**src/rtl/esp3_pkg.sv**
```systemverilog
// Types and constants shared by the ESP3 frame field parser.
package esp3_pkg;

    localparam int unsigned BYTE_W     = 8;
    localparam int unsigned INDEX_W    = 17;
    localparam int unsigned DLEN_W     = 16;
    localparam int unsigned CFG_IDX_W  = 2;
    localparam int unsigned RESULT_W   = 144;
    localparam int unsigned VALID_W    = 5;

    localparam logic [INDEX_W-1:0] INDEX_MAX      = '1;
    localparam logic [INDEX_W-1:0] POS_DLEN_HI    = 17'd1;
    localparam logic [INDEX_W-1:0] POS_DLEN_LO    = 17'd2;
    localparam logic [INDEX_W-1:0] POS_OLEN       = 17'd3;
    localparam logic [INDEX_W-1:0] POS_TYPE       = 17'd4;
    localparam logic [INDEX_W-1:0] DATA_START     = 17'd6;
    localparam logic [INDEX_W-1:0] FRAME_OVERHEAD = 17'd7;

    localparam logic [BYTE_W-1:0] ERP1_CODE_RST  = 8'd1;
    localparam logic [BYTE_W-1:0] ERP2_CODE_RST  = 8'd10;
    localparam logic [BYTE_W-1:0] RMGMT_CODE_RST = 8'd7;

    localparam logic [3:0] REPEAT_MASK = 4'hF;

    typedef enum logic [CFG_IDX_W-1:0] {
        REG_ERP1_CODE  = 2'd0,
        REG_ERP2_CODE  = 2'd1,
        REG_RMGMT_CODE = 2'd2
    } cfg_reg_t;

    typedef enum logic [VALID_W-1:0] {
        FV_RORG   = 5'b00001,
        FV_SENDER = 5'b00010,
        FV_DEST   = 5'b00100,
        FV_RSSI   = 5'b01000,
        FV_RMGMT  = 5'b10000
    } field_valid_t;

    typedef struct packed {
        logic [INDEX_W-1:0] byte_index;
        logic [DLEN_W-1:0]  data_length;
        logic [7:0]         optional_length;
        logic [7:0]         frame_type;
        logic [3:0][7:0]    data_head;
        logic [4:0][7:0]    data_tail;
        logic [8:0][7:0]    optional_head;
        logic [1:0][7:0]    optional_tail;
    } frame_t;

    // last field in the lowest bits
    typedef struct packed {
        logic [4:0]         pad;
        logic [VALID_W-1:0] fields_valid;
        logic [15:0]        rm_manufacturer;
        logic [15:0]        rm_function;
        logic signed [8:0]  rssi_dbm;
        logic [3:0]         repeat_count;
        logic [7:0]         status_byte;
        logic [31:0]        destination_address;
        logic [31:0]        sender_address;
        logic [7:0]         rorg;
        logic [7:0]         packet_type;
        logic               frame_ok;
    } result_t;

endpackage

```
**src/rtl/esp3_frame_field_parser.sv**
```systemverilog
// ESP3 frame field parser: byte capture, frame check and field extraction.
// Takes one frame byte per cycle with no gaps needed between bytes or frames;
// the capture registers are updated in the accepting cycle, and the byte
// marked last snapshots the frame. The field extraction runs from that
// snapshot, and the result is registered from it once the output is free.
// One input transaction per cycle is sustained while the result side keeps
// up; when m_tready holds off, one frame snapshot and one result are held and
// s_tready drops only once both are occupied.
module esp3_frame_field_parser (
    input  logic                            aclk,
    input  logic                            aresetn,
    input  logic                            s_tvalid,
    output logic                            s_tready,
    input  logic [7:0]                      s_tdata,   // [7:0] rx_byte
    input  logic                            s_tlast,   // last_byte
    output logic                            m_tvalid,
    input  logic                            m_tready,
    // [0] frame_ok, [8:1] packet_type, [16:9] rorg, [48:17] sender_address,
    // [80:49] destination_address, [88:81] status_byte, [92:89] repeat_count,
    // [101:93] rssi_dbm, [117:102] rm_function, [133:118] rm_manufacturer,
    // [138:134] fields_valid, [143:139] zero
    output logic [esp3_pkg::RESULT_W-1:0]   m_tdata,
    input  logic                            cfg_we,
    input  logic [esp3_pkg::CFG_IDX_W-1:0]  cfg_index,
    input  logic [7:0]                      cfg_wdata
);
    import esp3_pkg::*;

    logic [7:0] erp1_code_reg, erp2_code_reg, rmgmt_code_reg;

    frame_t  frame_reg, frame_next, cap;
    frame_t  snap_reg;
    logic    snap_valid_reg, snap_valid_next;
    result_t res, res_reg;
    logic    m_valid_reg, m_valid_next;

    logic accept, out_free, snap_adv;

    logic [INDEX_W-1:0] pos, data_end, opt_end, d_off, o_off;

    logic [INDEX_W-1:0] sum;
    logic               radio, erp1, rm_ok;
    logic [7:0]         rssi_raw;

    assign out_free = !m_valid_reg || m_tready;
    assign snap_adv = snap_valid_reg && out_free;
    assign s_tready = !snap_valid_reg || out_free;
    assign accept   = s_tvalid && s_tready;

    always_ff @(posedge aclk) begin
        if (!aresetn) begin
            erp1_code_reg  <= ERP1_CODE_RST;
            erp2_code_reg  <= ERP2_CODE_RST;
            rmgmt_code_reg <= RMGMT_CODE_RST;
        end else if (cfg_we) begin
            case (cfg_index)
                REG_ERP1_CODE:  erp1_code_reg  <= cfg_wdata;
                REG_ERP2_CODE:  erp2_code_reg  <= cfg_wdata;
                REG_RMGMT_CODE: rmgmt_code_reg <= cfg_wdata;
                default: ;
            endcase
        end
    end

    // byte capture
    always_comb begin
        pos      = frame_reg.byte_index;
        data_end = DATA_START + {1'b0, frame_reg.data_length};
        opt_end  = data_end + {9'b0, frame_reg.optional_length};
        d_off    = pos - DATA_START;
        o_off    = pos - data_end;
        cap      = frame_reg;
        if (pos == POS_DLEN_HI) begin
            cap.data_length[15:8] = s_tdata;
        end else if (pos == POS_DLEN_LO) begin
            cap.data_length[7:0] = s_tdata;
        end else if (pos == POS_OLEN) begin
            cap.optional_length = s_tdata;
        end else if (pos == POS_TYPE) begin
            cap.frame_type = s_tdata;
        end else if (pos >= DATA_START && pos < data_end) begin
            if (d_off < 17'd4) begin
                cap.data_head[d_off[1:0]] = s_tdata;
            end
            cap.data_tail = {s_tdata, frame_reg.data_tail[4:1]};
        end else if (pos >= data_end && pos < opt_end) begin
            if (o_off < 17'd9) begin
                cap.optional_head[o_off[3:0]] = s_tdata;
            end
            cap.optional_tail = {s_tdata, frame_reg.optional_tail[1]};
        end
        if (pos != INDEX_MAX) begin
            cap.byte_index = pos + 17'd1;
        end
    end

    always_comb begin
        frame_next = frame_reg;
        if (accept) begin
            frame_next = s_tlast ? '0 : cap;
        end
        snap_valid_next = snap_valid_reg;
        if (accept && s_tlast) begin
            snap_valid_next = 1'b1;
        end else if (snap_adv) begin
            snap_valid_next = 1'b0;
        end
        m_valid_next = m_valid_reg;
        if (snap_adv) begin
            m_valid_next = 1'b1;
        end else if (m_tready) begin
            m_valid_next = 1'b0;
        end
    end

    // field extraction from the frame snapshot
    always_comb begin
        sum   = {1'b0, snap_reg.data_length} + {9'b0, snap_reg.optional_length};
        erp1  = snap_reg.frame_type == erp1_code_reg;
        radio = erp1 || snap_reg.frame_type == erp2_code_reg;
        rm_ok = snap_reg.frame_type == rmgmt_code_reg && snap_reg.data_length >= 16'd4 &&
                snap_reg.optional_length >= 8'd10;
        rssi_raw = 8'd0;
        res = '0;
        if (sum != '0 && snap_reg.byte_index == sum + FRAME_OVERHEAD) begin
            res.frame_ok    = 1'b1;
            res.packet_type = snap_reg.frame_type;
            if (radio) begin
                if (snap_reg.data_length >= 16'd1) begin
                    res.rorg         = snap_reg.data_head[0];
                    res.fields_valid = res.fields_valid | FV_RORG;
                end
                if (snap_reg.data_length >= 16'd6) begin
                    res.sender_address = {snap_reg.data_tail[0], snap_reg.data_tail[1],
                                          snap_reg.data_tail[2], snap_reg.data_tail[3]};
                    res.status_byte    = snap_reg.data_tail[4];
                    res.repeat_count   = snap_reg.data_tail[4][3:0] & REPEAT_MASK;
                    res.fields_valid   = res.fields_valid | FV_SENDER;
                end
                if (snap_reg.optional_length >= 8'd5) begin
                    res.destination_address = {snap_reg.optional_head[1],
                                               snap_reg.optional_head[2],
                                               snap_reg.optional_head[3],
                                               snap_reg.optional_head[4]};
                    res.fields_valid = res.fields_valid | FV_DEST;
                end
                if (snap_reg.optional_length >= 8'd2) begin
                    rssi_raw = erp1 ? snap_reg.optional_tail[0] : snap_reg.optional_tail[1];
                    res.rssi_dbm     = 9'sd0 - $signed({1'b0, rssi_raw});
                    res.fields_valid = res.fields_valid | FV_RSSI;
                end
            end else if (rm_ok) begin
                rssi_raw = snap_reg.optional_head[8];
                res.rm_function     = {snap_reg.data_head[0], snap_reg.data_head[1]};
                res.rm_manufacturer = {snap_reg.data_head[2], snap_reg.data_head[3]};
                res.destination_address = {snap_reg.optional_head[0], snap_reg.optional_head[1],
                                           snap_reg.optional_head[2], snap_reg.optional_head[3]};
                res.sender_address = {snap_reg.optional_head[4], snap_reg.optional_head[5],
                                      snap_reg.optional_head[6], snap_reg.optional_head[7]};
                res.rssi_dbm     = 9'sd0 - $signed({1'b0, rssi_raw});
                res.fields_valid = FV_SENDER | FV_DEST | FV_RSSI | FV_RMGMT;
            end
        end
    end

    always_ff @(posedge aclk) begin
        if (!aresetn) begin
            frame_reg      <= '0;
            snap_valid_reg <= 1'b0;
            m_valid_reg    <= 1'b0;
        end else begin
            frame_reg      <= frame_next;
            snap_valid_reg <= snap_valid_next;
            m_valid_reg    <= m_valid_next;
        end
    end

    always_ff @(posedge aclk) begin
        if (accept && s_tlast) begin
            snap_reg <= cap;
        end
        if (snap_adv) begin
            res_reg <= res;
        end
    end

    assign m_tvalid = m_valid_reg;
    assign m_tdata  = res_reg;

    a_last_snapshots: assert property (@(posedge aclk) disable iff (!aresetn)
        accept && s_tlast |=> snap_valid_reg && frame_reg.byte_index == '0)
        else $error("last byte did not close the frame");

    a_no_overrun: assert property (@(posedge aclk) disable iff (!aresetn)
        snap_valid_reg && !out_free |-> !s_tready)
        else $error("input taken while snapshot is blocked");

    a_bad_frame_zero: assert property (@(posedge aclk) disable iff (!aresetn)
        m_valid_reg && !res_reg.frame_ok |-> res_reg == '0)
        else $error("bad frame carries field data");

    a_kind_exclusive: assert property (@(posedge aclk) disable iff (!aresetn)
        m_valid_reg && res_reg.fields_valid[4] |-> !res_reg.fields_valid[0] &&
        res_reg.rorg == '0)
        else $error("remote management result carries radio fields");

endmodule
```
**config.mk**
```make
export PLATFORM = sky130hd
export DESIGN_NAME = esp3_frame_field_parser
export DESIGN_NICKNAME = d
export VERILOG_FILES = /design/src/rtl/esp3_pkg.sv /design/src/rtl/esp3_frame_field_parser.sv
export SDC_FILE = /design/constraint.sdc
export NUM_CORES = 1
export LEC_CHECK = 0
export BUFFER_PORTS_ARGS = -buffer_cell sky130_fd_sc_hd__buf_2
export CORE_UTILIZATION = 61
export CTS_CLUSTER_SIZE = 8
export DETAILED_ROUTE_END_ITERATION = 12
export PLACE_DENSITY_LB_ADDON = 0.08
export SETUP_SLACK_MARGIN = 0.3
export SKIP_LAST_GASP = 1
export SYNTH_ARGS = -nofsm -noshare
export SYNTH_HDL_FRONTEND = slang
export SYNTH_SLANG_ARGS = --single-unit
```
**constraint.sdc**
```tcl
create_clock -name aclk -period 10.77 [get_ports aclk]
set_clock_uncertainty 0.2 [all_clocks]
set_input_delay 1.077 -clock aclk [delete_from_list [all_inputs] [get_ports aclk]]
set_output_delay 1.077 -clock aclk [all_outputs]
set_load 0.01 [all_outputs]
```
* Yosys cells after proc, flatten, opt, wreduce, memory -nomap -nowiden
Index checks and enable logic that the tools add are counted.
** Storage, ports and cells
- Bits in registers :: 583
- Bits of input ports :: 24
** Cells by class
- Add/subtract/negate cells :: 9
- Order comparisons :: 16
- Equal/unequal tests :: 11
- Multiplexer cells :: 39
- Bitwise logic cells :: 2
- Reductions and logical operators :: 25
** Operator list (count)
- two-way mux 209 bit :: 1
- two-way mux 184 bit :: 1
- two-way mux 176 bit :: 1
- two-way mux 88 bit :: 2
- two-way mux 168 bit :: 1
- two-way mux 160 bit :: 1
- two-way mux 72 bit :: 2
- two-way mux 64 bit :: 2
- two-way mux 32 bit :: 3
- bitwise mux 72 bit :: 1
- two-way mux 8 bit :: 7
- two-way mux 46 bit :: 1
- equality test 17 x 2 -> 1 bit (second input constant) :: 2
- less-than comparator 17 bit :: 2
- bitwise mux 32 bit :: 1
- demux 8 bit (select 4 bit) :: 1
- greater-or-equal comparator 16 x 3 -> 1 bit (second input constant) :: 2
- equality test 8 bit :: 3
- two-way mux 9 bit :: 2
- subtractor 1 x 8 -> 9 bit (first input constant) :: 2
- adder 16 x 8 -> 17 bit :: 1
- adder 17 x 1 -> 17 bit (second input constant) :: 1
- adder 17 x 3 -> 17 bit (second input constant) :: 1
- adder 17 x 8 -> 17 bit :: 1
- other kinds (38) :: 60

* Logic depth before layout (Yosys ltp)
- Depth after elaboration :: 15
- Gate-level depth with buffers :: 26
- Depth with buffers taken out :: 24

* Worst setup path after synthesis
OpenSTA, ideal clock, no wires.
- Path type :: input to register
- From :: in m_tready
- To :: reg res_reg, in the netlist m_tdata[0] (enable)
- Setup time :: 0.647 ns
- Data arrival time :: 7.111 ns
- Data required time :: 9.923 ns
- Slack :: 2.812 ns
- Stages on the path :: 2
- Cells stage by stage :: nor2b_1 > nor2b_1
** Between the ends
- Cells in the longest elaborated chain, start to end :: 2
** Ends and longest elaborated chain
- from (decl) :: RTL line esp3_frame_field_parser.sv:17 : input logic m_tready,
- logical OR 1 bit :: RTL line esp3_frame_field_parser.sv:45 : assign out_free = !m_valid_reg || m_tready;
- logical AND 1 bit :: RTL line esp3_frame_field_parser.sv:46 : assign snap_adv = snap_valid_reg && out_free;
- to (signal assigned) :: RTL line esp3_frame_field_parser.sv:183 : res_reg <= res;
- to (decl) :: RTL line esp3_frame_field_parser.sv:34 : result_t res, res_reg;
Every way passes these cells.
A chain may end at the register's enable or synchronous reset.

==> results.txt <==
- The run finished with clean final reports.
- The via count of the first global-routing pass is 19,328.
* Setup violations, final: 0
- Counting I/O delays and the setup requirement, the final critical path takes 7.20 ns.
- Number of hold violations in the final report: 0
- The cell family contributing the most delay on the critical path is simple AND/OR/NAND/NOR gates.
* Overall Global Routing Usage: 0.306
* Total grt overflow: 0
- Routability-driven placement congestion ratio: 0.862
* Area share of fa/ha/maj cells after synthesis: 0.0281
* Startpoint class of the critical path: flop
- Latest clock arrival within the worst-skew pair: 0.63 ns
* Inserted Clock Buffers: 82
* Count of input and output buffers: 164
- Clock-pin slew was measured on the worst setup and hold paths at 0.05 ns.
* Simple-gate area share of the yosys netlist: 0.150
- The detail route stage leaves a number of antenna-violating nets equal to 0.
- Slew HR: 0.193
- The number of antenna diodes in the final layout is 0.
- Measured on the finished design, the core utilization comes to 0.694.
- Core region area: 0.0453 mm2
- Ys flop type: sky130_fd_sc_hd__edfxtp_1
* Flip-flop and latch area: 0.0150 mm2
* Area Growth Syn to Fin: 12.3%
* Post-cts sizing count: 0
- Critical Path Slowest Stage Cell: sky130_fd_sc_hd__a21oi_2
- Top cell by count, worst path: sky130_fd_sc_hd__a21o_1
- Worst vdd ir: 0.000143 V
- In this run the core area contains 78 standard-cell rows.
- Synthesis produced 2,517 cells.
* Total power divided by cell area: 161 mW/mm2
- Synthesized flop and latch total: 579
* Vias per cell: 6.33
* Portion of netlist area occupied by mux cells: 0.0877
- Maximum number of pins on one net before global-route repair: 254
- The worst setup path is captured at a flop.
* Final critical-path share of the clock period: 0.668
- Ys Warns: 0
- By area, the combinational part of the netlist is dominated by simple AND/OR/NAND/NOR gates.
- Counting along the longest clock path gives a buffer depth of 3.
- In this run the horizontal extent of the chip is 216 um.
- Setup repair after global routing left no endpoint under its margin.
* Die Outline Area: 0.0468 mm2
- In this run the worst hold path is classified as reg -> reg.
- Setup slack of the most critical reg-to-reg path: 3.57 ns
- Peak per-stage delay on the critical path: 0.81 ns
* Final net count: 2,683
- For this configuration, the core starts out at a cell density of 0.618.
* Avg Inst Size Synth: 11.1 um2
* Number of antenna violations at the first check in global routing: 1
- The number of setup buffers added after CTS is 0.
- The register with the most flip-flops in the layout has 209 of them.
* DRT Pass-1 Iters: 6
- Total Wirelength: 71,900 um
- The synthesized-area fraction occupied by ao, oa, aoi and oai cells was 0.123.
- Path type of the worst setup path: reg -> reg
- Via count of the routed design: 20,650
* Synth unique cells: 81
- Of the total synthesized cell area, the portion taken by XOR and XNOR cells is 0.0379.
- In this run the worst path has a maximum fanout of 24.
- Dpl hpwl: 44,800 um
- Share of layout cells above drive strength 1: 0.187
- At the pin with the least slew margin, the transition time is 1.21 ns.
* Leakage: 11.3 nW
- Height of the die: 216 um
- Fmax: 139 MHz
- 170 I/O pins were placed.
- Number of flops mapped to enable cells by yosys: 344
- The signal on the critical path passes through inv_1, ha_1, or3_1, nor4b_1, o21ai_0, o21ai_0, nand2_1, or2_2, or3_1, nor2_1, xor2_1, ha_1, a21o_1, a21o_1, a21oi_1, o221ai_1, a21o_1, a21oi_2, o21a_1, nand3_1, mux2_2.
- Total number of H-tree levels: 3
- Clock Tree Root: sky130_fd_sc_hd__clkbuf_16
- Data on the critical path arrives at its endpoint at 7.36 ns.
- Share of synthesized area occupied by flip-flops and latches: 0.537
- Of all flip-flops after synthesis, the portion carrying an async set or reset was 0.
* Number of max-cap violations: 0
- Routed wirelength normalized by instance count: 22.0 um
- After detailed routing, the number of remaining DRC violations is 0.
- Clock tree synthesis found a total of 579 sinks.
- The cell area that synthesis handed to floorplanning was 0.0280 mm2.
* Number of pins with negative max-slew slack in the final report: 0
- After the first detailed-routing iteration, the DRC count stood at 2,250.
- Total Negative Setup Slacks: 0 ns
- Filler cell count: 3,327
- For this design, the CTS-stage hold fixing added 0 buffers.
- Multi-input combinational cell area: 0.0120 mm2
* TritonCTS clock tree: done
- Counting both buffers and inverters, the worst setup path holds a total of 1.
* Wire length of the first global-routing pass: 111,000 um
* WP data required: 10.93 ns
## path summary, 6_finish.rpt
check,end,startpoint,cells past startpoint
max,snap_reg[27]$_DFFE_PP_,frame_reg[177]$_SDFFE_PN0P_,21
min,frame_reg[86]$_SDFFE_PN0P_,frame_reg[86]$_SDFFE_PN0P_,2
max reg2reg,snap_reg[27]$_DFFE_PP_,frame_reg[177]$_SDFFE_PN0P_,21
min reg2reg,frame_reg[86]$_SDFFE_PN0P_,frame_reg[86]$_SDFFE_PN0P_,2
## area by class of cell
| type | instances | area share |
|---|---|---|
| Timing Repair Buffer | 187 | 0.0322 |
| Clock inverter | 7 | 0.00410 |
| Tap cell | 600 | 0.0239 |
| Clock buffer | 142 | 0.0731 |
| Multi-Input combinational cell | 1695 | 0.382 |
| Sequential cell | 579 | 0.478 |
| Inverter | 53 | 0.00656 |
## through the flow
| step | worst slack [ns] | std cells | cell area (um2) | power (mW) | hold WS, ns |
|---|---|---|---|---|---|
| finish | 3.57 | 3263 | 31400 | 5.05 | 0.261 |
| global route | 3.13 | 3263 | 31400 | 5.19 | 0.283 |
| CTS | 3.63 | 3263 | 31400 | 5.07 | 0.257 |
| detailed placement | 3.67 | 3114 | 29000 | 2.69 | 0.248 |
| global placement | 3.85 | 3114 | 29000 | 2.68 | 0.240 |
| floorplan | 2.81 | 2521 | 28000 | 2.61 | 0.232 |
## metal layers
| layer | GRT usage | part of all wire | vias to the layer above |
|---|---|---|---|
| li1 | - | - | 9517 |
| met1 | 0.454 | 0.44 | 10077 |
| met2 | 0.464 | 0.45 | 933 |
| met3 | 0.0420 | 0.081 | 123 |
| met4 | 0.0953 | 0.024 | 0 |
| met5 | 0 | 0 | - |
## report_power, final
group | internal (mW) | total, mW | switching, mW
Sequential | 2.38 | 2.41 | 0.0251
Clock | 1.45 | 2.40 | 0.956
Combinational | 0.0708 | 0.245 | 0.174
Total | 3.90 | 5.05 | 1.16
## cells in the mapped netlist, types with 4 or more instances
cell type | count | area [um2]
sky130_fd_sc_hd__and2_1 | 10 | 62.6
sky130_fd_sc_hd__a2111oi_0 | 10 | 87.6
sky130_fd_sc_hd__o221ai_1 | 10 | 87.6
sky130_fd_sc_hd__a31oi_1 | 7 | 43.8
sky130_fd_sc_hd__buf_6 | 6 | 67.6
sky130_fd_sc_hd__a21boi_0 | 5 | 37.5
sky130_fd_sc_hd__clkbuf_1 | 156 | 586
sky130_fd_sc_hd__and3_1 | 20 | 125
sky130_fd_sc_hd__a21o_1 | 25 | 188
sky130_fd_sc_hd__nor2_1 | 202 | 758
sky130_fd_sc_hd__nor4_1 | 15 | 93.8
sky130_fd_sc_hd__xor2_1 | 54 | 473
sky130_fd_sc_hd__buf_4 | 10 | 75.1
sky130_fd_sc_hd__a211oi_1 | 8 | 60.1
sky130_fd_sc_hd__dfxtp_1 | 235 | 4700
sky130_fd_sc_hd__mux2i_1 | 34 | 340
sky130_fd_sc_hd__ha_1 | 58 | 726
sky130_fd_sc_hd__or3_1 | 13 | 81.3
sky130_fd_sc_hd__nor2b_1 | 164 | 1030
sky130_fd_sc_hd__nor4b_1 | 4 | 35.0
sky130_fd_sc_hd__o21ai_0 | 45 | 225
sky130_fd_sc_hd__or4_1 | 5 | 37.5
sky130_fd_sc_hd__nor3_1 | 31 | 155
sky130_fd_sc_hd__o21bai_1 | 7 | 52.6
sky130_fd_sc_hd__inv_1 | 53 | 199
sky130_fd_sc_hd__nand3b_1 | 6 | 45.0
sky130_fd_sc_hd__nand2_1 | 117 | 439
sky130_fd_sc_hd__o21a_1 | 10 | 75.1
sky130_fd_sc_hd__xnor2_1 | 61 | 534
sky130_fd_sc_hd__a21oi_1 | 39 | 195
sky130_fd_sc_hd__nand4_1 | 83 | 519
sky130_fd_sc_hd__o211ai_1 | 60 | 450
sky130_fd_sc_hd__mux2_2 | 188 | 2120
sky130_fd_sc_hd__o22ai_1 | 12 | 75.1
sky130_fd_sc_hd__o31ai_1 | 4 | 30.0
sky130_fd_sc_hd__or2_2 | 7 | 43.8
sky130_fd_sc_hd__a22oi_1 | 202 | 1520
sky130_fd_sc_hd__o21ai_1 | 4 | 20.0
sky130_fd_sc_hd__nand2b_1 | 9 | 56.3
sky130_fd_sc_hd__buf_1 | 19 | 71.3
sky130_fd_sc_hd__nor3b_1 | 13 | 97.6
sky130_fd_sc_hd__nand3_1 | 98 | 490
sky130_fd_sc_hd__edfxtp_1 | 344 | 10300
## cell usage in the layout (no fill, tap or decap), types with 83 or more instances in the layout
| cell type | n |
|---|---|
| sky130_fd_sc_hd__edfxtp_1 | 344 |
| sky130_fd_sc_hd__nand4_1 | 83 |
| sky130_fd_sc_hd__clkbuf_16 | 83 |
| sky130_fd_sc_hd__dfxtp_1 | 235 |
| sky130_fd_sc_hd__nand2_1 | 116 |
| sky130_fd_sc_hd__nand3_1 | 98 |
| sky130_fd_sc_hd__buf_2 | 163 |
| sky130_fd_sc_hd__mux2_2 | 188 |
| sky130_fd_sc_hd__a22oi_1 | 202 |
| sky130_fd_sc_hd__nor2b_1 | 163 |
| sky130_fd_sc_hd__nor2_1 | 200 |
## cell families (layout without fill, tap and decap cells)
| kind of cell | count (synthesis) | in the layout |
|---|---|---|
| simple gates | 809 | 809 |
| other cells | 1 | 5 |
| fa+ha+maj | 61 | 61 |
| compound gates | 480 | 480 |
| buf+inv | 247 | 389 |
| xor+xnor | 118 | 118 |
| mux | 222 | 222 |
| flops | 579 | 579 |
## tightest hold or removal path, stage by stage (launching register included)
cell and delay, ns:
sky130_fd_sc_hd__dfxtp_1 0.31, sky130_fd_sc_hd__nand2_1 0.05, sky130_fd_sc_hd__o22ai_1 0.05
Power figures use the tool's default switching activity.
